**src/rtl/cfpv_pkg.sv**
```systemverilog
`default_nettype none
package cfpv_pkg;

  localparam int MaxParamLen = 32;
  localparam int LenW = 6;

  localparam logic [1:0] StatusOk = 2'd0;
  localparam logic [1:0] StatusShort = 2'd1;
  localparam logic [1:0] StatusTrunc = 2'd2;
  localparam logic [1:0] StatusInvalid = 2'd3;

  localparam logic [2:0] RegAngleLimit = 3'd0;
  localparam logic [2:0] RegAccelLimit = 3'd1;
  localparam logic [2:0] RegRateMin = 3'd2;
  localparam logic [2:0] RegRateMax = 3'd3;
  localparam logic [2:0] RegPeriodMin = 3'd4;
  localparam logic [2:0] RegPeriodMax = 3'd5;

  localparam logic [7:0] CmdAngle0 = 8'h10;
  localparam logic [7:0] CmdAngle1 = 8'h11;
  localparam logic [7:0] CmdAngle2 = 8'h12;
  localparam logic [7:0] CmdAccel = 8'h13;
  localparam logic [7:0] CmdMode = 8'h14;
  localparam logic [7:0] CmdRate = 8'h20;
  localparam logic [7:0] CmdPeriod = 8'h21;
  localparam logic [7:0] CmdPlain0 = 8'h30;
  localparam logic [7:0] CmdPlain1 = 8'h31;
  localparam logic [7:0] CmdPlain2 = 8'h32;
  localparam logic [7:0] CmdReset = 8'hFF;

  typedef struct packed {
    logic [7:0] frame_byte;
    logic       byte_present;
    logic       frame_end;
  } in_item_t;

  typedef struct packed {
    logic [7:0]      command_code;
    logic [LenW-1:0] param_length;
    logic            length_clamped;
    logic [31:0]     param_word;
    logic [1:0]      status;
  } out_item_t;

  typedef struct packed {
    logic [30:0] angle_limit_bits;
    logic [30:0] accel_limit_bits;
    logic [15:0] rate_min;
    logic [15:0] rate_max;
    logic [31:0] period_min;
    logic [31:0] period_max;
  } cfg_t;

endpackage
`default_nettype wire

```
**src/rtl/cfpv_check.sv**
```systemverilog
`default_nettype none
module cfpv_check import cfpv_pkg::*; (
  input  wire cfg_t              cfg,
  input  wire logic [7:0]        code,
  input  wire logic [LenW-1:0]   len,
  input  wire logic [31:0]       word,
  output logic                   ok
);

  logic angle_ok;
  logic accel_ok;
  logic not_special;
  logic sign_ok;

  // exponent all ones means NaN or infinity; negative zero passes
  assign not_special = (word[30:23] != 8'hFF);
  assign sign_ok = !word[31] || (word[30:0] == 31'd0);
  assign angle_ok = not_special && sign_ok && (word[30:0] <= cfg.angle_limit_bits);
  assign accel_ok = not_special && sign_ok && (word[30:0] <= cfg.accel_limit_bits);

  always_comb begin
    case (code)
      CmdAngle0, CmdAngle1, CmdAngle2: ok = (len >= LenW'(4)) && angle_ok;
      CmdAccel: ok = (len >= LenW'(4)) && accel_ok;
      CmdMode: ok = (len >= LenW'(1));
      CmdRate: ok = (len >= LenW'(2)) && (word[15:0] >= cfg.rate_min)
                    && (word[15:0] <= cfg.rate_max);
      CmdPeriod: ok = (len >= LenW'(4)) && (word >= cfg.period_min)
                      && (word <= cfg.period_max);
      CmdPlain0, CmdPlain1, CmdPlain2, CmdReset: ok = 1'b1;
      default: ok = 1'b0;
    endcase
  end

endmodule
`default_nettype wire

```
**src/rtl/command_frame_parse_validate.sv**
```systemverilog
// Command frame parser and validator.
// Input channel: one beat per frame byte (in_data.frame_byte with byte_present)
// and frame_end marking the last beat; a beat with frame_end and no byte ends
// the frame with what has arrived. Byte 0 is the code, byte 1 the declared
// length (clamped to 32), then parameters; the first four form param_word.
// Output channel: one result beat per frame end carrying code, length, clamp
// flag, param_word and status (ok, short, truncated, invalid).
// Throughput: one input beat per cycle. Latency: the result is registered,
// valid on the cycle after the frame_end beat is taken. The input side is
// stalled only while a result waits and a second frame end arrives; plain
// bytes keep flowing under output stall.
// Configuration: cfg_we/cfg_index/cfg_data write a limit register; write
// only while no frame is in progress.
// Reset (rst, synchronous): clears the frame state and the output valid and
// loads the default limits.
`default_nettype none
module command_frame_parse_validate import cfpv_pkg::*; (
  input  wire logic        clk,
  input  wire logic        rst,
  input  wire in_item_t    in_data,
  input  wire logic        in_valid,
  output logic             in_stall,
  output out_item_t        out_data,
  output logic             out_valid,
  input  wire logic        out_stall,
  input  wire logic        cfg_we,
  input  wire logic [2:0]  cfg_index,
  input  wire logic [31:0] cfg_data
);

  cfg_t cfg;
  logic [7:0]  byte_count;
  logic [7:0]  code_reg;
  logic [7:0]  declared_len;
  logic [31:0] param_accum;

  logic [7:0]  byte_count_next;
  logic [7:0]  code_next;
  logic [7:0]  declared_next;
  logic [31:0] accum_next;
  logic [7:0]  clamp8;
  logic [LenW-1:0] len;
  logic        clamped;
  logic        ok;
  logic        take;
  out_item_t   result;

  always_ff @(posedge clk) begin
    if (rst) begin
      cfg.angle_limit_bits <= 31'd1127481344;
      cfg.accel_limit_bits <= 31'd1098907648;
      cfg.rate_min <= 16'd1;
      cfg.rate_max <= 16'd1000;
      cfg.period_min <= 32'd10000;
      cfg.period_max <= 32'd10000000;
    end else if (cfg_we) begin
      unique case (cfg_index)
        RegAngleLimit: cfg.angle_limit_bits <= cfg_data[30:0];
        RegAccelLimit: cfg.accel_limit_bits <= cfg_data[30:0];
        RegRateMin: cfg.rate_min <= cfg_data[15:0];
        RegRateMax: cfg.rate_max <= cfg_data[15:0];
        RegPeriodMin: cfg.period_min <= cfg_data;
        RegPeriodMax: cfg.period_max <= cfg_data;
        default: ;
      endcase
    end
  end

  assign in_stall = out_valid && out_stall && in_data.frame_end;
  assign take = in_valid && !in_stall;

  // clamp from the currently stored declared length (byte 1 may arrive now)
  always_comb begin
    code_next = code_reg;
    declared_next = declared_len;
    accum_next = param_accum;
    byte_count_next = byte_count;
    if (in_data.byte_present) begin
      if (byte_count == 8'd0) begin
        code_next = in_data.frame_byte;
      end else if (byte_count == 8'd1) begin
        declared_next = in_data.frame_byte;
      end else if (byte_count < 8'd6) begin
        if ((byte_count - 8'd2) < clamp8) begin
          accum_next[8*(byte_count[1:0] - 2'd2) +: 8] = in_data.frame_byte;
        end
      end
      if (byte_count != 8'hFF) byte_count_next = byte_count + 8'd1;
    end
  end

  assign clamp8 = (declared_len > 8'(MaxParamLen)) ? 8'(MaxParamLen) : declared_len;
  assign clamped = (declared_next > 8'(MaxParamLen));
  assign len = clamped ? LenW'(MaxParamLen) : declared_next[LenW-1:0];

  cfpv_check u_check (
    .cfg  (cfg),
    .code (code_next),
    .len  (len),
    .word (accum_next),
    .ok   (ok)
  );

  always_comb begin
    result.command_code = code_next;
    result.param_length = len;
    result.length_clamped = clamped;
    result.param_word = accum_next;
    if (byte_count_next < 8'd2) begin
      result = '0;
      result.status = StatusShort;
    end else if ({1'b0, byte_count_next} < ({1'b0, 2'b0, len} + 9'd2)) begin
      result.status = StatusTrunc;
    end else if (!ok) begin
      result.status = StatusInvalid;
    end else begin
      result.status = StatusOk;
    end
  end

  always_ff @(posedge clk) begin
    if (rst) begin
      byte_count <= '0;
      code_reg <= '0;
      declared_len <= '0;
      param_accum <= '0;
      out_valid <= 1'b0;
    end else begin
      if (out_valid && !out_stall) out_valid <= 1'b0;
      if (take) begin
        if (in_data.frame_end) begin
          byte_count <= '0;
          code_reg <= '0;
          declared_len <= '0;
          param_accum <= '0;
          out_valid <= 1'b1;
        end else begin
          byte_count <= byte_count_next;
          code_reg <= code_next;
          declared_len <= declared_next;
          param_accum <= accum_next;
        end
      end
    end
  end

  always_ff @(posedge clk) begin
    if (take && in_data.frame_end) out_data <= result;
  end

  a_hold: assert property (@(posedge clk) disable iff (rst)
    out_valid && out_stall |=> out_valid && $stable(out_data))
    else $error("result lost under stall");
  a_clear: assert property (@(posedge clk) disable iff (rst)
    take && in_data.frame_end |=> byte_count == 8'd0 && param_accum == 32'd0)
    else $error("frame state not cleared");
  a_len: assert property (@(posedge clk) disable iff (rst)
    out_valid |-> out_data.param_length <= LenW'(MaxParamLen))
    else $error("length above clamp");
  a_short: assert property (@(posedge clk) disable iff (rst)
    out_valid && out_data.status == StatusShort |-> out_data.param_word == 32'd0)
    else $error("short frame with data");

endmodule
`default_nettype wire
```
**config.mk**
```make
export PLATFORM = sky130hd
export DESIGN_NAME = command_frame_parse_validate
export DESIGN_NICKNAME = d
export VERILOG_FILES = /design/src/rtl/cfpv_pkg.sv /design/src/rtl/cfpv_check.sv /design/src/rtl/command_frame_parse_validate.sv
export SDC_FILE = /design/constraint.sdc
export NUM_CORES = 1
export LEC_CHECK = 0
export ABC_AREA = 1
export BUFFER_PORTS_ARGS = -buffer_cell sky130_fd_sc_hd__buf_2
export CAP_MARGIN = 20
export CORE_MARGIN = 2
export CORE_UTILIZATION = 60
export DETAILED_ROUTE_END_ITERATION = 10
export PLACE_DENSITY = 0.79
export SETUP_SLACK_MARGIN = 0.4
export SYNTH_ARGS = -nofsm -noshare
export SYNTH_HDL_FRONTEND = slang
export SYNTH_SLANG_ARGS = --single-unit
export TNS_END_PERCENT = 50
```
**constraint.sdc**
```tcl
create_clock -name clk -period 6.4 [get_ports clk]
set_input_delay 0 -clock clk [delete_from_list [all_inputs] [get_ports clk]]
set_output_delay 0 -clock clk [all_outputs]
set_load 0.02 [all_outputs]
```
Yosys cells after proc, flatten, opt, wreduce, memory -nomap -nowiden
Cells that the tools add are included.

Register bits after elaboration: 264. Logic and storage cells: 111. Output and inout port bits: 51. Input bits: 50.

Multiplexer cells: 25. $lt $le $gt $ge: 15. Equal/unequal tests: 19. Shift operators: 2. Add/sub/neg operators: 5. Reduce and logical (&&, ||, !) cells: 29.

Operators with widths (count): $mux 32 (6); $mux 8 (11); $le 31x31->1 (2); $eq 8x5->1 const B (5); $eq 8x6->1 const B (5); $neg 32->34 (1); $shift 8x34->32 const A (1); $shiftx 8x34->32 (1); $bwmux 32 (1); $ge 32x32->1 (1); $le 32x32->1 (1); $logic_not 31->1 (1); $ge 16x16->1 (1); $gt 8x6->1 const B (2); $le 16x16->1 (1); $ne 8x8->1 const B (2); $logic_and 1x1->1 (14); $reduce_and 2->1 (6); $add 8x1->8 const B (1); $eq 8x1->1 const B (1); $eq 8x8->1 const B (1); $logic_not 8->1 (1); $lt 8x2->1 const B (1); $lt 8x3->1 const B (1); other kinds (20) (27).

Depth between registers and ports, before layout
Gate-level depths: netlist of run 1.

Word-level depth: 17. Gate-level depth with buffers: 33. Depth with buffers taken out: 32.

By module
A second synthesis of run 1 with hierarchy kept.

Cells, all modules: 2198. Area, all modules: 15446.1 um^2.

By module, submodules not included: command_frame_parse_validate (seq. area each 5775.5 um^2, cells each 1437, area each 10910.5 um^2, times used 1); cfpv_check (seq. area each 0.0 um^2, cells each 761, area each 4535.6 um^2, times used 1).

Worst setup path after synthesis of run 1
Ideal clock, no wire load.

Kind: reg2reg. Start: register byte_count[1]. End: register out_data[1] (netlist bit) (data pin). Required time: 6.254 ns. Stages on the path, launching flop included: 29. Library setup time: 0.146 ns. Clock period less this slack: 4.342 ns. Arrival time: 4.196 ns. Setup slack: 2.058 ns. Path buffers: 1. Cell sequence: dfxtp_1 inv_1 ha_1 nand3_1 nor3_1 xor2_1 ha_1 a21oi_1 nand4_2 nor3_4 and2_1 buf_6 nand3_2 nand2_1 nand2_1 ha_1 nand2_1 o21ai_0 a21oi_1 or2_2 a21boi_0 nor2_1 o31ai_1 nand2_1 a21oi_1 nor2_1 nand2_1 nand2_1 a21oi_1.

Longest elaborated chain between the ends: 17. Elaborated cells on any way between the ends: 67. Classes of those cells: 5 x add/sub; 14 x order compare; 14 x eq/ne; 2 x shift; 17 x mux; 15 x reduce/logical.

RTL lines: start: declaration (RTL line command_frame_parse_validate.sv:32) `logic [7:0] byte_count;`; start signal: assignment (RTL line command_frame_parse_validate.sv:138) `byte_count <= byte_count_next;`; $sub 2x2->3 (RTL line command_frame_parse_validate.sv:85) `accum_next[8*(byte_count[1:0] - 2'd2) +: 8] = in_data.frame_byte;`; $neg 32->34 (RTL line command_frame_parse_validate.sv:85); $shiftx 8x34->32 or $shift 8x34->32 (tied branches) (RTL line command_frame_parse_validate.sv:85); $bwmux 32 (RTL line command_frame_parse_validate.sv:85); $mux 32 (RTL line command_frame_parse_validate.sv:84) `if ((byte_count - 8'd2) < clamp8) begin`; $mux 32 (RTL line command_frame_parse_validate.sv:83) `end else if (byte_count < 8'd6) begin`; $mux 32 (RTL line command_frame_parse_validate.sv:81) `end else if (byte_count == 8'd1) begin`; $mux 32 (*) (RTL line command_frame_parse_validate.sv:79) `if (byte_count == 8'd0) begin`; $mux 32 (*) (RTL line command_frame_parse_validate.sv:78) `if (in_data.byte_present) begin`; named net accum_next[2] (RTL line command_frame_parse_validate.sv:40) `logic [31:0] accum_next;`; branches (longest 5 deep; another with $ge 32x32->1); $pmux 1 s6 (*) (RTL line cfpv_check.sv:22) `case (code)`; $mux 2 (*) (RTL line command_frame_parse_validate.sv:114) `end else if (!ok) begin`; $mux 2 (*) (RTL line command_frame_parse_validate.sv:112) `end else if ({1'b0, byte_count_next} < ({1'b0, 2'b0, len} + 9'd2)) begin`; end signal: assignment (RTL line command_frame_parse_validate.sv:148) `if (take && in_data.frame_end) out_data <= result;`; end: declaration (RTL line command_frame_parse_validate.sv:23) `output out_item_t out_data,`.

Mark *: on every way through the listed nets, which the timed path passes. A chain may end at the register's enable or synchronous reset.

Final worst setup path of run 1
Ends and elaborated chain as after synthesis.

==> impl_metrics.json, run 1 <==
{
  "status": "complete, no violations",
  "slew_headroom_pct": 26.8,
  "grt_max_degree": 81,
  "startpoint_type": "register",
  "ys_seq_area_share_pct": 38.6,
  "clkTransAtPathRegs_ns": 0.06,
  "place_inst": 2323,
  "ys_types": 51,
  "overflow": 0,
  "syn_inst": 1957,
  "area_growth_pct": 14.2,
  "critical_path_class": "reg -> reg",
  "slowest_stage": "dfxtp_1",
  "core_um2": 24400,
  "hold_viol": 0,
  "drc": 0,
  "worstPathRequired_ns": 6.67,
  "largest_reg_flops": 158,
  "antenna_left": 0,
  "numCtsBuffers": 28,
  "cts-root-buf": "clkbuf_16",
  "stdcell_count": 2417,
  "netlist_area_um2": 15000,
  "final.min_clock_period_ns": 5.55,
  "grt_pass1_vias": 13069,
  "dieArea_um2": 26200,
  "largest_register": "cfg",
  "io_buffers": 100,
  "final_nets": 2301,
  "worstRegToRegCells": 30,
  "synth_seq_cells": 264,
  "routed_wl_um": 43100,
  "avgSynthCellArea_um2": 7.65,
  "max_freq_mhz": 180,
  "setup_tns_ns": 0,
  "initialDrtViolationCount": 1268,
  "power_leakage_uw": 0.00769,
  "finClkSkew_ns": 0.0115,
  "htreeDepth": 1,
  "maxCapViolations": 0,
  "antenna_found_initial": 0,
  "p_per_area_nw_per_um2": 221,
  "crit_top_cell": "nand2_1",
  "hold_class": "in -> reg",
  "gp_congestion": 0.933,
  "ir_drop_mv": 0.189,
  "synth_edf_count": 49,
  "dp_hpwl_um": 30600,
  "clkSinkCount": 264,
  "rows": 57,
  "cts_setup_buffers": 0,
  "async_flop_share_pct": 0,
  "drive_above_1_share_pct": 10.5,
  "routedWlPerCell_um": 17.8,
  "start_util_pct": 61.3,
  "hold_depth": 5,
  "cts_tree": "built",
  "critPathLaunch": "byte_count[1]$_SDFFE_PP0P_",
  "yosys_warnings": 0,
  "fin_util_pct": 70.1,
  "synth_ff_type": "dfxtp_1",
  "vias": 13756,
  "die-height_um": 162,
  "endpoint_kind": "register",
  "clock_latency_ns": 0.56,
  "num_antenna_cells": 0,
  "dr.pass1.iters": 7,
  "critPathMaxStageDelay_ns": 0.38,
  "worstHoldStart": "in_data[7]",
  "die_w_um": 162,
  "tightest_slew_ns": 1.09,
  "grt_pass1_wl_um": 68800,
  "reg2reg_from": "byte_count[1]$_SDFFE_PP0P_",
  "worst_ep_arrival_time_ns": 5.81,
  "rsz0062_at_grt": "false",
  "finalMaxSlewViolations": 0,
  "cts_buffer_depth": 3,
  "ioPinCount": 101,
  "fin_crit_sh_pct": 86.7,
  "nFillCells": 2006,
  "top_regs": "cfg x158, out_data x49, param_accum x32",
  "grtUsageTotal_pct": 33.0,
  "vias_per_cell": 5.69,
  "setup_viol": 0,
  "worstPathMaxFanout": 23
}
-- worst max-delay path, delay by kind of cell (launching register included) --
kind,cells,cell delay (ns)
AOI/OAI and AO/OA,7,1.11
DFF,1,0.38
xor gates and xnor gates,1,0.18
adders and majority gates,3,0.80
buffers and inverters,3,0.73
and+or+nand+nor,16,2.04
-- synth_stat cells (4+ instances only) --
cell type / count / share of area [%]
xor2_1: 10 / 0.59
o22ai_1: 4 / 0.17
o21a_1: 4 / 0.20
nand3_1: 31 / 1.0
inv_2: 15 / 0.38
edfxtp_1: 49 / 9.8
inv_1: 276 / 6.9
a211oi_1: 8 / 0.40
buf_4: 5 / 0.25
dfxtp_1: 215 / 29
o21ai_2: 4 / 0.23
o21ai_0: 167 / 5.6
nand4_1: 46 / 1.9
o211ai_1: 26 / 1.3
nand2_2: 10 / 0.42
buf_6: 4 / 0.30
ha_1: 180 / 15
nor2_2: 5 / 0.21
clkbuf_1: 63 / 1.6
nor3_1: 26 / 0.87
nand2_1: 342 / 8.6
a21oi_1: 265 / 8.9
nor2_1: 139 / 3.5
nor4_1: 6 / 0.25
buf_2: 6 / 0.20
o21ai_1: 12 / 0.40
-- kinds of logic (layout without fill, tap and decap cells) --
logic type / count (synthesis) / count (layout) / synth area share, %
buf+inv: 372 / 506 / 9.71
simple gates: 621 / 621 / 17.8
flops: 264 / 264 / 38.6
xor+xnor: 12 / 12 / 0.702
other cells: 1 / 3 / 0.0251
compound gates: 507 / 507 / 18.1
fa+ha+maj: 180 / 180 / 15.1
-- metal layers --
metal	part of all wire, %	wire length, um	GRT usage (%)
met1	43	18700	45.4
met3	8.9	3840	5.41
met2	44	18900	52.1
met4	3.7	1590	12.8
met5	0	0	0
-- cells in the final DEF, fill, tap and decap left out, types with 26 or more instances in the layout --
cell           instances
edfxtp_1              49
nand2_1              340
dfxtp_1              215
dlygate4sd3_1         42
nand4_1               46
clkbuf_16             32
inv_1                274
nor3_1                26
ha_1                 180
a21oi_1              265
o211ai_1              26
nand3_1               31
nor2_1               138
buf_2                100
o21ai_0              167
-- final cells by class --
| class | count | area (um2) | area share (%) |
|---|---|---|---|
| timing repair buffer | 160 | 1060 | 6.18 |
| sequential | 264 | 5780 | 33.8 |
| tap | 324 | 405 | 2.37 |
| inverter | 294 | 1110 | 6.49 |
| clock buffer | 40 | 861 | 5.04 |
| multi-input combinational | 1323 | 7780 | 45.6 |
| clock inverter | 12 | 97.6 | 0.571 |
-- path summary, 6_finish.rpt --
check | endpoint | slack (ns)
setup / recovery | out_data[1]$_SDFFCE_PN0P_ | 0.85
hold / removal | declared_len[5]$_SDFFE_PP0P_ | 0.0003
setup reg to reg | out_data[1]$_SDFFCE_PN0P_ | 0.85
hold reg to reg | cfg[110]$_SDFFE_PP0P_ | 0.46
-- metrics by stage --
| step | hold slack, ns | total power [uW] | instance area [um2] | worst slack (ns) |
|---|---|---|---|---|
| floorplan | 0.126 | 2000 | 15000 | 2.06 |
| global placement | 0.254 | 2110 | 15700 | 0.803 |
| detailed placement | 0.263 | 2120 | 15700 | 0.777 |
| CTS | 0.00407 | 3780 | 17100 | 0.726 |
| global route | 0.0129 | 3900 | 17100 | 0.457 |
| finish | 0.000310 | 3780 | 17100 | 0.854 |
-- repair_timing --
item,4_1_cts,5_1_grt
setup endpoints to repair,0,2
resized for setup,0,6
hold buffers,42,0
hold endpoints to repair,165,0
-- report_power, final --
group	switching, uW	internal [uW]	leakage [uW]
logic	249	113	0.00500
registers	14.6	1740	0.00222
clock network	687	976	0.000467
total	950	2830	0.00769
(Power assumes the default switching activity.)
==> run 2, diff against run 1 <==
clock period = 7 ns   (was 6.4 ns; I/O delays follow)
==> impl_metrics.json, run 2 (synthesis results as in run 1) <==
{
  "start_util_pct": 61.3,
  "num_antenna_cells": 0,
  "grt_max_degree": 97,
  "finClkSkew_ns": 0.0127,
  "worstPathCellList": "inv_1, ha_1, nand3_1, nor3_1, xor2_1, ha_1, a21oi_1, nand4_2, nor3_4, and2_2, nand3_2, o21ai_1, inv_1, ha_1, nand3_1, nor4_1, nand3_1, nand2_1, nand3_1, a21oi_1, nor2_1, nand2_1, a21oi_1",
  "largest_register": "cfg",
  "io_buffers": 100,
  "dr.pass1.iters": 6,
  "gp_congestion": 0.970,
  "setup_viol": 0,
  "fin_crit_sh_pct": 85.6,
  "endpoint_kind": "register",
  "worstPathMaxFanout": 23,
  "top_regs": "cfg x158, out_data x49, param_accum x32",
  "max_freq_mhz": 167,
  "dp_hpwl_um": 30500,
  "rows": 57,
  "p_per_area_nw_per_um2": 204,
  "drive_above_1_share_pct": 10.2,
  "worst-path-buf-inv": 2,
  "final_cell_mix": "nand2_1 (342), inv_1 (275), a21oi_1 (265)",
  "startpoint_type": "register",
  "pre_cts_slack_ns": 0.780,
  "maxCapViolations": 0,
  "dieArea_um2": 26200,
  "slowest_stage": "nor4_1",
  "antenna_left": 0,
  "clock_latency_ns": 0.57,
  "initialDrtViolationCount": 1494,
  "final_common_cell": "nand2_1",
  "setup_tns_ns": 0,
  "hold_class": "in -> reg",
  "die_w_um": 162,
  "p_total_uw": 3490,
  "cts_buffer_depth": 3,
  "register_area_um2": 5780,
  "area_growth_pct": 14.2,
  "ioPinCount": 101,
  "critical_path_class": "reg -> reg",
  "routedWlPerCell_um": 17.5,
  "power_leakage_uw": 0.00769,
  "finalMaxSlewViolations": 0,
  "tightest_slew_ns": 1.03,
  "antenna_found_initial": 0,
  "worstPathRequired_ns": 7.28,
  "nFillCells": 1986,
  "cts-root-buf": "clkbuf_16",
  "slew_headroom_pct": 31.2,
  "drc": 0,
  "grt_pass1_vias": 12983,
  "ir_drop_mv": 0.205,
  "final.min_clock_period_ns": 5.99,
  "core_um2": 24400,
  "rsz0062_at_grt": "false",
  "hold_ws_ns": 0.0350,
  "grt_pass1_wl_um": 67500,
  "fin_ws_ns": 1.01,
  "cts_tree": "built",
  "crit_top_cell": "nand3_1",
  "dpl_cell_area_um2": 15700,
  "vias_per_cell": 5.70,
  "critPathMaxStageDelay_ns": 0.81,
  "clkSinkCount": 264,
  "status": "complete, no violations",
  "worst_ep_arrival_time_ns": 6.27,
  "routed_wl_um": 42400,
  "hold_viol": 0,
  "die-height_um": 162,
  "overflow": 0,
  "grtUsageTotal_pct": 32.2,
  "vias": 13765,
  "numCtsBuffers": 28,
  "multi_input_area_um2": 7760,
  "largest_reg_flops": 158,
  "clkTransAtPathRegs_ns": 0.07,
  "final_nets": 2302,
  "htreeDepth": 1,
  "cts_setup_buffers": 0,
  "final_area_um2": 17100,
  "cp_top_family": "simple AND/OR/NAND/NOR gates"
}
## run 2: changes by cell type in the layout (fill, tap and decap cells not counted), moves of 2 or more
cell	previous run	this run
dlygate4sd3_1	42	46
bufinv_16	1	4
clkbuf_16	32	28
nand2_1	340	342
nand2_2	12	10
buf_4	18	15
## run 2: final cells by class
cell class | count | share of cell area [%]
multi-input cells | 1323 | 45.4
flip-flops and latches | 264 | 33.8
inverters | 294 | 6.47
repair buffers | 161 | 6.28
clock buffers | 37 | 4.53
well taps | 324 | 2.37
clock inverters | 14 | 1.09
## run 2: final timing paths
check	slack [ns]	startpoint	end	cells after the start
min reg2reg	0.46	cfg[97]$_SDFFE_PP0P_	cfg[97]$_SDFFE_PP0P_	2
max reg2reg	1.01	byte_count[1]$_SDFFE_PP0P_	out_data[1]$_SDFFCE_PN0P_	23
min	0.03	in_data[5]	declared_len[3]$_SDFFE_PP0P_	5
max	1.01	byte_count[1]$_SDFFE_PP0P_	out_data[1]$_SDFFCE_PN0P_	23
## run 2: power by group
part           leakage, uW  internal (uW)  total, uW  switching, uW
Sequential         0.00222           1590       1600           13.1
Combinational      0.00501            104        329            225
Clock             0.000462            924       1560            632
Total              0.00769           2620       3490            870
## run 2: per-stage QoR
step / util (%) / cells
after CTS: 70.0 / 2417
after detailed placement: 64.2 / 2320
after global routing: 70.0 / 2417
after floorplan: - / 1959
final: 70.0 / 2417
after global placement: 64.2 / 2320
## run 2: timing repair
item                                   in CTS  in global routing
setup endpoints to repair                   0                  2
endpoints found under the hold margin     171                  0
gates resized for setup                     0                  1
hold buffers                               46                  0
## run 2: routing by layer
layer	routed length (um)	track usage (%)	vias to the layer above	share of wire, %
met5	0	0	-	0
met4	1600	12.4	0	3.8
met3	4290	6.00	110	10
met2	18800	51.7	610	44
met1	17700	43.4	6292	42
li1	-	-	6753	-
## run 2: worst register-to-register path: cells and delay by family (launching register included)
kind / cells / cell delay, ns
and+or+nand+nor: 13 / 3.10
DFF: 1 / 0.39
xor gates and xnor gates: 1 / 0.18
AOI/OAI and AO/OA: 4 / 0.82
buffers and inverters: 2 / 0.40
adders and majority gates: 3 / 0.84
==> run 3, diff against run 2 <==
--- a/config.mk
+++ b/config.mk
@@ -7,4 +7,5 @@
 export LEC_CHECK = 0
 export ABC_AREA = 1
+export ABC_CLOCK_PERIOD_IN_PS = 7000
 export BUFFER_PORTS_ARGS = -buffer_cell sky130_fd_sc_hd__buf_2
 export CAP_MARGIN = 20
==> constraint.sdc (replaced) <==
create_clock -name clk -period 7 [get_ports clk]
set_input_delay 1.4 -clock clk [delete_from_list [all_inputs] [get_ports clk]]
set_output_delay 1.4 -clock clk [all_outputs]
set_load 0.02 [all_outputs]
==> impl_metrics.json, run 3 (synthesis results as in run 1) <==
{
  "dp_hpwl_um": 30400,
  "grt_pass1_wl_um": 66200,
  "dieArea_um2": 26200,
  "grt_max_degree": 131,
  "top_regs": "cfg x158, out_data x49, param_accum x32",
  "status": "complete, no violations",
  "final_common_cell": "nand2_1",
  "grtUsageTotal_pct": 31.7,
  "p_per_area_nw_per_um2": 205,
  "largest_reg_flops": 158,
  "routed_wl_um": 41500,
  "crit_end": "out_data[1]$_SDFFCE_PN0P_",
  "register_area_um2": 5780,
  "p_switching_uw": 847,
  "pre_cts_slack_ns": 0.862,
  "gp_congestion": 0.958,
  "worstPathMaxFanout": 23,
  "worst_ep_arrival_time_ns": 6.23,
  "drc": 0,
  "area_growth_pct": 10.9,
  "vias_per_cell": 5.71,
  "multi_input_area_um2": 7760,
  "numCtsBuffers": 28,
  "fin_crit_sh_pct": 85.2,
  "slew_headroom_pct": 33.2,
  "clkTransAtPathRegs_ns": 0.06,
  "cts-root-buf": "clkbuf_16",
  "r2r-end": "out_data[1]$_SDFFCE_PN0P_",
  "largest_register": "cfg",
  "final_cell_mix": "nand2_1 (342), inv_1 (275), a21oi_1 (265)",
  "internal_power_uw": 2550,
  "setup_viol": 0,
  "ir_drop_mv": 0.208,
  "max_freq_mhz": 168,
  "clkSinkCount": 264,
  "worstPathRequired_ns": 7.26,
  "htreeDepth": 1,
  "fin_ws_ns": 1.03,
  "r2r_slack_ns": 1.03,
  "nFillCells": 2144,
  "start_util_pct": 61.3,
  "power_leakage_uw": 0.00749,
  "dr.pass1.iters": 6,
  "final.min_clock_period_ns": 5.97,
  "die-height_um": 162,
  "hold_viol": 0,
  "p_total_uw": 3400,
  "clkPwrFrac_pct": 43.7,
  "die_w_um": 162,
  "pwr-share-seq_pct": 47.2,
  "clock_latency_ns": 0.55,
  "tightest_slew_ns": 1.00,
  "worstRegToRegCells": 23,
  "rows": 57,
  "antenna_found_initial": 0,
  "maxCapViolations": 0,
  "rsz0062_at_grt": "false",
  "grt_pass1_vias": 12633,
  "antenna_left": 0,
  "finClkSkew_ns": 0.00982,
  "overflow": 0,
  "endpoint_kind": "register",
  "pwr-share-comb_pct": 9.1,
  "setup_tns_ns": 0,
  "routedWlPerCell_um": 17.5,
  "cts_buffer_depth": 3,
  "reg2reg_from": "byte_count[1]$_SDFFE_PP0P_",
  "place_inst": 2320,
  "initialDrtViolationCount": 1196,
  "startpoint_type": "register",
  "stdcell_count": 2370,
  "io_buffers": 100,
  "vias": 13526,
  "critical_path_class": "reg -> reg",
  "final_nets": 2256,
  "postCtsHoldBufs": 0,
  "drive_above_1_share_pct": 10.4,
  "num_antenna_cells": 0,
  "cts_tree": "built",
  "finalMaxSlewViolations": 0,
  "p_sw_share_pct": 25.0,
  "critPathLaunch": "byte_count[1]$_SDFFE_PP0P_",
  "ioPinCount": 101,
  "hold_class": "reg -> reg",
  "core_um2": 24400
}
run 3: per-layer routing:
layer | wire, um | track usage, %
met1 | 18100 | 43.5
met4 | 1660 | 11.6
met5 | 0 | 0
met3 | 3450 | 4.85
met2 | 18300 | 50.8
run 3: how the worst min path moves through the flow:
stage | start | endpoint | slack (ns) | cells after the start
after CTS | cfg[109]$_SDFFE_PP0P_ | cfg[109]$_SDFFE_PP0P_ | 0.46 | 2
after floorplan | cfg[107]$_SDFFE_PP0P_ | cfg[107]$_SDFFE_PP0P_ | 0.44 | 2
after detailed placement | cfg[33]$_SDFFE_PP0P_ | cfg[33]$_SDFFE_PP0P_ | 0.45 | 2
after global routing | param_accum[3]$_SDFFE_PP0P_ | param_accum[3]$_SDFFE_PP0P_ | 0.48 | 2
after global placement | cfg[33]$_SDFFE_PP0P_ | cfg[33]$_SDFFE_PP0P_ | 0.45 | 2
final | param_accum[22]$_SDFFE_PP0P_ | param_accum[22]$_SDFFE_PP0P_ | 0.46 | 2
run 3: repair_timing:
item / 4_1_cts / 5_1_grt
resized for setup: 0 / 1
setup buffers: 0 / 0
setup endpoints to repair: 0 / 2
run 3: per-stage QoR:
step                cell area (um2)  hold slack (ns)  util [%]
floorplan                     15000            0.435         -
global placement              15700            0.446      64.3
detailed placement            15700            0.453      64.3
CTS                           16600            0.462      68.0
global route                  16600            0.477      68.0
finish                        16600            0.464      68.0
run 3: power by group through the flow:
stage	clock network [uW]	registers [uW]	logic [uW]
finish	1480	1600	308
CTS	1490	1600	304
global placement	0	1640	294
global route	1560	1610	341
detailed placement	0	1640	301
floorplan	0	1650	186
run 3: layout make-up:
cell class,count,share of cell area [%]
clock buffers,36,4.78
flip-flops and latches,264,34.8
clock inverters,14,0.762
well taps,324,2.44
multi-input cells,1323,46.8
inverters,294,6.66
repair buffers,115,3.77
run 3: worst max-delay path, cell delays in order, from the launching register on:
cell,delay [ns]
dfxtp_1,0.38
inv_1,0.21
ha_1,0.22
nand3_1,0.12
nor3_1,0.19
xor2_1,0.19
ha_1,0.27
a21oi_1,0.18
nand4_2,0.14
nor3_4,0.24
and2_2,0.51
nand3_2,0.35
o21ai_1,0.41
inv_1,0.21
ha_1,0.35
nand3_1,0.09
nor4_1,0.82
nand3_1,0.23
nand2_1,0.14
nand3_1,0.07
a21oi_1,0.15
nor2_1,0.09
nand2_1,0.07
a21oi_1,0.05
